==> src/rtl/core/direction_to_spherical_angles_assert.svh <==
// Assertion macros for the direction to spherical angles block.
`ifndef DIRECTION_TO_SPHERICAL_ANGLES_ASSERT_SVH
`define DIRECTION_TO_SPHERICAL_ANGLES_ASSERT_SVH

// Same-cycle implication, sampled on clk, off during rst.
`define DSA_ASSERT_IMP(lbl, ante, cons, msg) \
  lbl: assert property (@(posedge clk) disable iff (rst) (ante) |-> (cons)) \
    else $error(msg);

// Next-cycle implication, sampled on clk, off during rst.
`define DSA_ASSERT_NEXT(lbl, ante, cons, msg) \
  lbl: assert property (@(posedge clk) disable iff (rst) (ante) |=> (cons)) \
    else $error(msg);

`endif

==> src/rtl/core/dsa_pkg.sv <==
// Package: types, constants and table functions of the spherical angle pipeline.
package dsa_pkg;

  // Datapath configuration
  localparam int CORDIC_ITERATIONS = 16;
  localparam int FRACTION_BITS     = 14;
  localparam int ATAN_LEN          = 24;
  localparam int CORDIC_STEPS      = (CORDIC_ITERATIONS < ATAN_LEN) ? CORDIC_ITERATIONS
                                                                    : ATAN_LEN;
  localparam int STEP_W            = 5;

  // Input format is Q1.14
  localparam int IN_W  = 16;
  localparam int IN_FB = 14;
  localparam int FB_UP = (FRACTION_BITS >= IN_FB) ? FRACTION_BITS - IN_FB : 0;
  localparam int FB_DN = (FRACTION_BITS <  IN_FB) ? IN_FB - FRACTION_BITS : 0;
  localparam logic signed [IN_W-1:0] Z_MAX = 16'sd16384;
  localparam logic signed [IN_W-1:0] Z_MIN = -16'sd16384;

  // Integer square root of the Q2.28 value 1 - z*z
  localparam int SQ_W      = 29;
  localparam int SQ_STEPS  = 15;
  localparam int SQ_STEP_W = 4;
  localparam int SQ_TOP    = SQ_W - 1;
  localparam int ROOT_W    = 15;
  localparam logic [SQ_W-1:0] SQ_ONE = 29'h1000_0000;

  // Angle widths
  localparam int DW = FRACTION_BITS + 5;  // signed CORDIC word
  localparam int AW = FRACTION_BITS + 3;  // non-negative angle below two pi
  localparam int MW = 27;                 // unit multiplier
  localparam int PW = AW + MW;
  localparam int CONV_SH = FRACTION_BITS + 13;
  localparam int RES_W   = 17;

  localparam logic [MW-1:0] MUL_RAD = 27'd67108864;
  localparam logic [MW-1:0] MUL_DEG = 27'd60078979;
  localparam logic [RES_W-1:0] FULL_RAD = 17'd51472;
  localparam logic [RES_W-1:0] FULL_DEG = 17'd46080;

  localparam int THETA_W = 15;
  localparam int PHI_W   = 16;

  // Q3.30 angle constants
  localparam longint PI_Q30         = 64'sd3373259426;
  localparam longint HALF_PI_Q30    = 64'sd1686629713;
  localparam longint THR_HALF_PI_Q30 = 64'sd5059889139;
  localparam longint TWO_PI_Q30     = 64'sd6746518852;

  // Configuration port
  localparam int PADDR_W = 3;
  localparam int PDATA_W = 32;
  localparam logic [PADDR_W-3:0] REG_ANGLE_UNIT = 1'b0;

  typedef struct packed {
    logic signed [DW-1:0] x;
    logic signed [DW-1:0] y;
    logic signed [DW-1:0] acc;
  } cordic_t;

  typedef struct packed {
    logic [SQ_W-1:0] rem;
    logic [SQ_W-1:0] root;
  } sqrt_t;

  typedef enum logic [1:0] {
    TH_CORDIC,
    TH_ZERO,
    TH_PI,
    TH_HALF
  } theta_sel_t;

  typedef enum logic [2:0] {
    PH_CORDIC,
    PH_UNDEF,
    PH_ZERO,
    PH_PI,
    PH_HALF,
    PH_THREE_HALF
  } phi_sel_t;

  typedef struct packed {
    logic signed [IN_W-1:0] zc;
    logic                   clamped;
    phi_sel_t               phi_sel;
    theta_sel_t             theta_sel;
  } side_t;

  typedef struct packed {
    logic [THETA_W-1:0] theta;
    logic [PHI_W-1:0]   phi;
    logic               undef;
    logic               clamped;
  } result_t;

  // Positive Q30 constant to the datapath format, rounded
  function automatic logic signed [DW-1:0] from_q30(input longint v);
    int     d;
    longint r;
    d = 30 - FRACTION_BITS;
    if (d <= 0) begin
      r = v;
    end else begin
      r = (v + (longint'(1) << (d - 1))) >>> d;
    end
    return r[DW-1:0];
  endfunction

  localparam logic signed [DW-1:0] ANGLE_PI       = from_q30(PI_Q30);
  localparam logic signed [DW-1:0] ANGLE_HALF     = from_q30(HALF_PI_Q30);
  localparam logic signed [DW-1:0] ANGLE_THR_HALF = from_q30(THR_HALF_PI_Q30);
  localparam logic signed [DW-1:0] ANGLE_TWO_PI   = from_q30(TWO_PI_Q30);

  // atan(2^-i) in Q2.30
  function automatic longint atan_q30(input logic [STEP_W-1:0] i);
    longint v;
    case (i)
      5'd0:    v = 64'sd843314857;
      5'd1:    v = 64'sd497837829;
      5'd2:    v = 64'sd263043836;
      5'd3:    v = 64'sd133525158;
      5'd4:    v = 64'sd67021686;
      5'd5:    v = 64'sd33543515;
      5'd6:    v = 64'sd16775850;
      5'd7:    v = 64'sd8388437;
      5'd8:    v = 64'sd4194282;
      5'd9:    v = 64'sd2097149;
      5'd10:   v = 64'sd1048576;
      5'd11:   v = 64'sd524288;
      5'd12:   v = 64'sd262144;
      5'd13:   v = 64'sd131072;
      5'd14:   v = 64'sd65536;
      5'd15:   v = 64'sd32768;
      5'd16:   v = 64'sd16384;
      5'd17:   v = 64'sd8192;
      5'd18:   v = 64'sd4096;
      5'd19:   v = 64'sd2048;
      5'd20:   v = 64'sd1024;
      5'd21:   v = 64'sd512;
      5'd22:   v = 64'sd256;
      5'd23:   v = 64'sd128;
      default: v = 64'sd0;
    endcase
    return v;
  endfunction

  function automatic logic signed [DW-1:0] atan_fb(input logic [STEP_W-1:0] i);
    return from_q30(atan_q30(i));
  endfunction

  // Q1.14 value to the datapath format
  function automatic logic signed [DW-1:0] to_fb(input logic signed [IN_W:0] v);
    logic signed [DW+IN_W:0] t;
    t = (DW + IN_W + 1)'(v);
    t = (t <<< FB_UP) >>> FB_DN;
    return t[DW-1:0];
  endfunction

  // Fold the left half plane onto the right one before vectoring
  function automatic cordic_t cordic_init(input logic signed [DW-1:0] x,
                                          input logic signed [DW-1:0] y);
    cordic_t c;
    if (x[DW-1]) begin
      c.x   = -x;
      c.y   = -y;
      c.acc = ANGLE_PI;
    end else begin
      c.x   = x;
      c.y   = y;
      c.acc = '0;
    end
    return c;
  endfunction

endpackage

==> src/rtl/core/dsa_sqrt_cell.sv <==
// One digit cell of the restoring integer square root chain.
module dsa_sqrt_cell (
  input  logic                             clk,
  input  logic                             en,
  input  logic [dsa_pkg::SQ_STEP_W-1:0]    step,
  input  dsa_pkg::sqrt_t                   din,
  output dsa_pkg::sqrt_t                   dout
);

  logic [dsa_pkg::SQ_W-1:0] bitv;
  logic [dsa_pkg::SQ_W:0]   trial;
  dsa_pkg::sqrt_t           dout_next;

  always_comb begin
    // trial bit is 4^(top digit - step)
    bitv  = {{(dsa_pkg::SQ_W-1){1'b0}}, 1'b1} << (dsa_pkg::SQ_TOP - 2 * int'(step));
    trial = {1'b0, din.root} + {1'b0, bitv};
    if ({1'b0, din.rem} >= trial) begin
      dout_next.rem  = din.rem - trial[dsa_pkg::SQ_W-1:0];
      dout_next.root = (din.root >> 1) + bitv;
    end else begin
      dout_next.rem  = din.rem;
      dout_next.root = din.root >> 1;
    end
  end

  always_ff @(posedge clk) begin
    if (en) begin
      dout <= dout_next;
    end
  end

endmodule

==> config.mk <==
export PLATFORM = sky130hd
export DESIGN_NAME = dsa_sqrt_cell
export DESIGN_NICKNAME = d
export VERILOG_FILES = /design/src/rtl/core/direction_to_spherical_angles_assert.svh /design/src/rtl/core/dsa_pkg.sv /design/src/rtl/core/dsa_sqrt_cell.sv
export SDC_FILE = /design/constraint.sdc
export NUM_CORES = 1
export LEC_CHECK = 0
export BUFFER_PORTS_ARGS = -buffer_cell sky130_fd_sc_hd__buf_2
export CORE_MARGIN = 10
export CORE_UTILIZATION = 35
export DETAILED_ROUTE_END_ITERATION = 10
export SLEW_MARGIN = 20
export SYNTH_ARGS = -nofsm -noshare
export SYNTH_HDL_FRONTEND = slang
export SYNTH_SLANG_ARGS = --single-unit
==> constraint.sdc <==
create_clock -name clk -period 4.8 [get_ports clk]
set_input_delay 0.48 -clock clk [delete_from_list [all_inputs] [get_ports clk]]
set_output_delay 0.48 -clock clk [all_outputs]
set_load 0.05 [all_outputs]
==> flow_metrics.env <==
export IMPL_outcome="finished with violations"
export IMPL_violations="setup timing"
export IMPL_total_power_uw=2730
export IMPL_synth_warnings=0
export IMPL_dpl_cell_area_um2=8330
export IMPL_finalSetupViolations=58
export IMPL_yosys_area_top_type="edfxtp_1"
export IMPL_cts_buffers=9
export IMPL_pwr_share_comb=0.522
export IMPL_slowest_delay_ns=0.35
export IMPL_antenna_found_initial=0
export IMPL_max_cap_viol_count=0
export IMPL_root_buffer="clkbuf_16"
export IMPL_num_io_pins=122
export IMPL_crit_path_start_kind="primary input"
export IMPL_syn_inst=676
export IMPL_top_register="dout"
export IMPL_ir_worst_vdd_uv=193
export IMPL_hold_worst_slack_ns=0.454
export IMPL_hpwl_um=15400
export IMPL_p_sw_frac=0.385
export IMPL_areaGrowthSynthToFinish_pct=60.5
export IMPL_cts_sinks=58
export IMPL_synth_avg_cell_area_um2=8.89
export IMPL_crit_type="in -> reg"
export IMPL_async_reset_ff_frac=0
export IMPL_max_freq_mhz=195
export IMPL_synth_top_cells_by_count="nor2_1, nand2_1, ha_1, edfxtp_1, a21oi_1"
export IMPL_netlist_area_um2=6010
export IMPL_critPathRequiredTime_ns=4.89
export IMPL_period_needed_ns=5.13
export IMPL_die_h_um=151
export IMPL_drt_total_wl_um=20500
export IMPL_first_global_vias=6274
export IMPL_seqPwrFrac=0.243
export IMPL_drive_above_1_share=0.478
export IMPL_worst_pin_slew_ns=0.788
export IMPL_multi_input_area_um2=4810
export IMPL_met1_length_um=9260
export IMPL_start_util=0.360
export IMPL_relSlewSlack=0.474
export IMPL_overflow=0
export IMPL_hold_viol_final=0
export IMPL_highest_layer="met4"
export IMPL_n_fill_cell=1462
export IMPL_firstDrtPassIters=5
export IMPL_rsz0062_at_grt="true"
export IMPL_ant_nets=0
export IMPL_power_density_nw_per_um2=283
export IMPL_grt_max_degree=59
export IMPL_p_clk_frac=0.234
export IMPL_drc=0
export IMPL_met3_length_um=1050
export IMPL_synth_edf_count=58
export IMPL_gr_usage_all_layers=0.172
export IMPL_critPathArrivalTime_ns=5.21
export IMPL_fp_dieW_um=151
export IMPL_largest_registers="dout: 58 flops"
export IMPL_clockBufferDepth=2
export IMPL_p_switching_uw=1050
export IMPL_fin_ws_ns=-0.325
export IMPL_hold_path_class="in -> reg"
export IMPL_antenna_cells=0
export IMPL_setup_worst_path_end="dout[45]"
export IMPL_yosysMostFrequentCell="nor2_1"
export IMPL_largest_reg_flops=58
export IMPL_core_area_um2=16700
export IMPL_crit_slowest_cell="ha_1"
export IMPL_via_per_inst=5.11
export IMPL_power_internal_uw=1680
export IMPL_synth_top_area_share=0.290
export IMPL_wl_per_cell_um=16.6
export IMPL_num_vias=6303
export IMPL_synthTopCellsByArea="edfxtp_1, ha_1, xnor2_1, xor2_1, nor2_1"
export IMPL_register_area_um2=1740
export IMPL_port_buffers=121
export IMPL_yosys_register_bits=58
export IMPL_synth_cell_types=71
export IMPL_leakagePower_uw=0.00424
export IMPL_cts_tree="yes"
export IMPL_grt_pass1_wl_um=31400
export IMPL_num_rows=47
export IMPL_dp_cells=1182
export IMPL_path_clk_slew_ns=0.05
export IMPL_whs_path_depth=2
export IMPL_worstSetupEndpointType="flip-flop"
export IMPL_die_area_um2=22800
export IMPL_fin_nets=1133
export IMPL_cts_max_level=3
export IMPL_routabilityCongestion=0.903
export IMPL_dpl_worst_slack_ns=-0.871
export IMPL_routed_wl_met2_um=9880
export IMPL_finalCritPeriodShare=1.07
export IMPL_crit_path_max_fanout=6
export IMPL_yosysSeqAreaShare=0.290
export IMPL_drt_iter0_markers=397
export IMPL_ys_flop_type="edfxtp_1"
export IMPL_final_cell_count_no_fill=1234
export IMPL_fin_area_um2=9650
export IMPL_cp_startpoint="step[3]"
export IMPL_slew_violations=0
export IMPL_synth_nets=800
## power by group through the flow
stage          sequential [uW]  combinational [uW]  clock (uW)
2_1_floorplan              920                 518           0
3_3_place_gp               673                1170           0
3_5_place_dp               673                1180           0
4_1_cts                    665                1320         650
5_1_grt                    671                1520         673
6_report                   664                1420         639
## kinds of logic after synthesis
logic type / Yosys count / share of synthesized area
DFF: 58 / 0.290
muxes: 22 / 0.0410
AOI/OAI and AO/OA: 188 / 0.213
buffers and inverters: 37 / 0.0294
xor gates and xnor gates: 79 / 0.115
and+or+nand+nor: 229 / 0.181
adders and majority gates: 63 / 0.131
## how the worst min path moves through the flow
stage	start	to	slack, ns
finish	din[34]	dout[34]	0.45
global route	din[34]	dout[34]	0.46
CTS	din[34]	dout[34]	0.45
detailed placement	din[34]	dout[34]	0.81
global placement	din[57]	dout[57]	0.81
floorplan	en	dout[0]	0.59
## area by class of cell
class                      count  share of cell area
tap                          220              0.0285
clock buffer                   9              0.0233
clock inverter                 7             0.00623
timing repair buffer         337               0.254
multi-input combinational    581               0.499
sequential                    58               0.181
inverter                      22             0.00856
## layer usage
| metal | GRT usage | up-vias |
|---|---|---|
| met3 | 0.0295 | 21 |
| met2 | 0.284 | 140 |
| met1 | 0.223 | 2935 |
| met5 | 0 | - |
| met4 | 0.0563 | 0 |
| li1 | - | 3207 |
## critical path, delay by kind of cell
| family | cells | cell delay (ns) |
|---|---|---|
| and+or+nand+nor | 6 | 0.59 |
| AOI/OAI and AO/OA | 11 | 2.07 |
| muxes | 1 | 0.33 |
| buffers and inverters | 5 | 0.73 |
| xor gates and xnor gates | 2 | 0.34 |
| adders and majority gates | 2 | 0.65 |
## repair_timing
item / in CTS / in global routing
pin swaps: 29 / 40
buffers inserted: 19 / 13
hold buffers: 0 / 0
setup endpoints to repair: 58 / 58
gates cloned: 4 / 1
resized for setup: 68 / 87
## per-stage QoR
stage | TNS, ns | utilization
2_1_floorplan | -6.23 | -
3_3_place_gp | -42.05 | 0.499
3_5_place_dp | -45.61 | 0.499
4_1_cts | -8.32 | 0.548
5_1_grt | -23.85 | 0.578
6_report | -13.41 | 0.578
## cell usage in the layout, fill, tap and decap left out, drive strengths merged, types with 4 or more instances in the layout
| master | n |
|---|---|
| buf | 336 |
| nand2b | 11 |
| a21boi | 4 |
| ha | 59 |
| xnor2 | 45 |
| a21o | 9 |
| o21ai | 46 |
| a21oi | 51 |
| clkinv | 5 |
| inv | 22 |
| edfxtp | 58 |
| o41ai | 4 |
| o21bai | 9 |
| clkbuf | 10 |
| nor3 | 19 |
| a41oi | 6 |
| nand3 | 18 |
| and3 | 7 |
| nand4 | 7 |
| nor4 | 5 |
| a31oi | 17 |
| nor2 | 72 |
| xor2 | 34 |
| nor2b | 9 |
| a211oi | 6 |
| nand2 | 62 |
| mux2 | 21 |
| and2 | 5 |
Note: power is estimated with default switching activity, not from simulation.
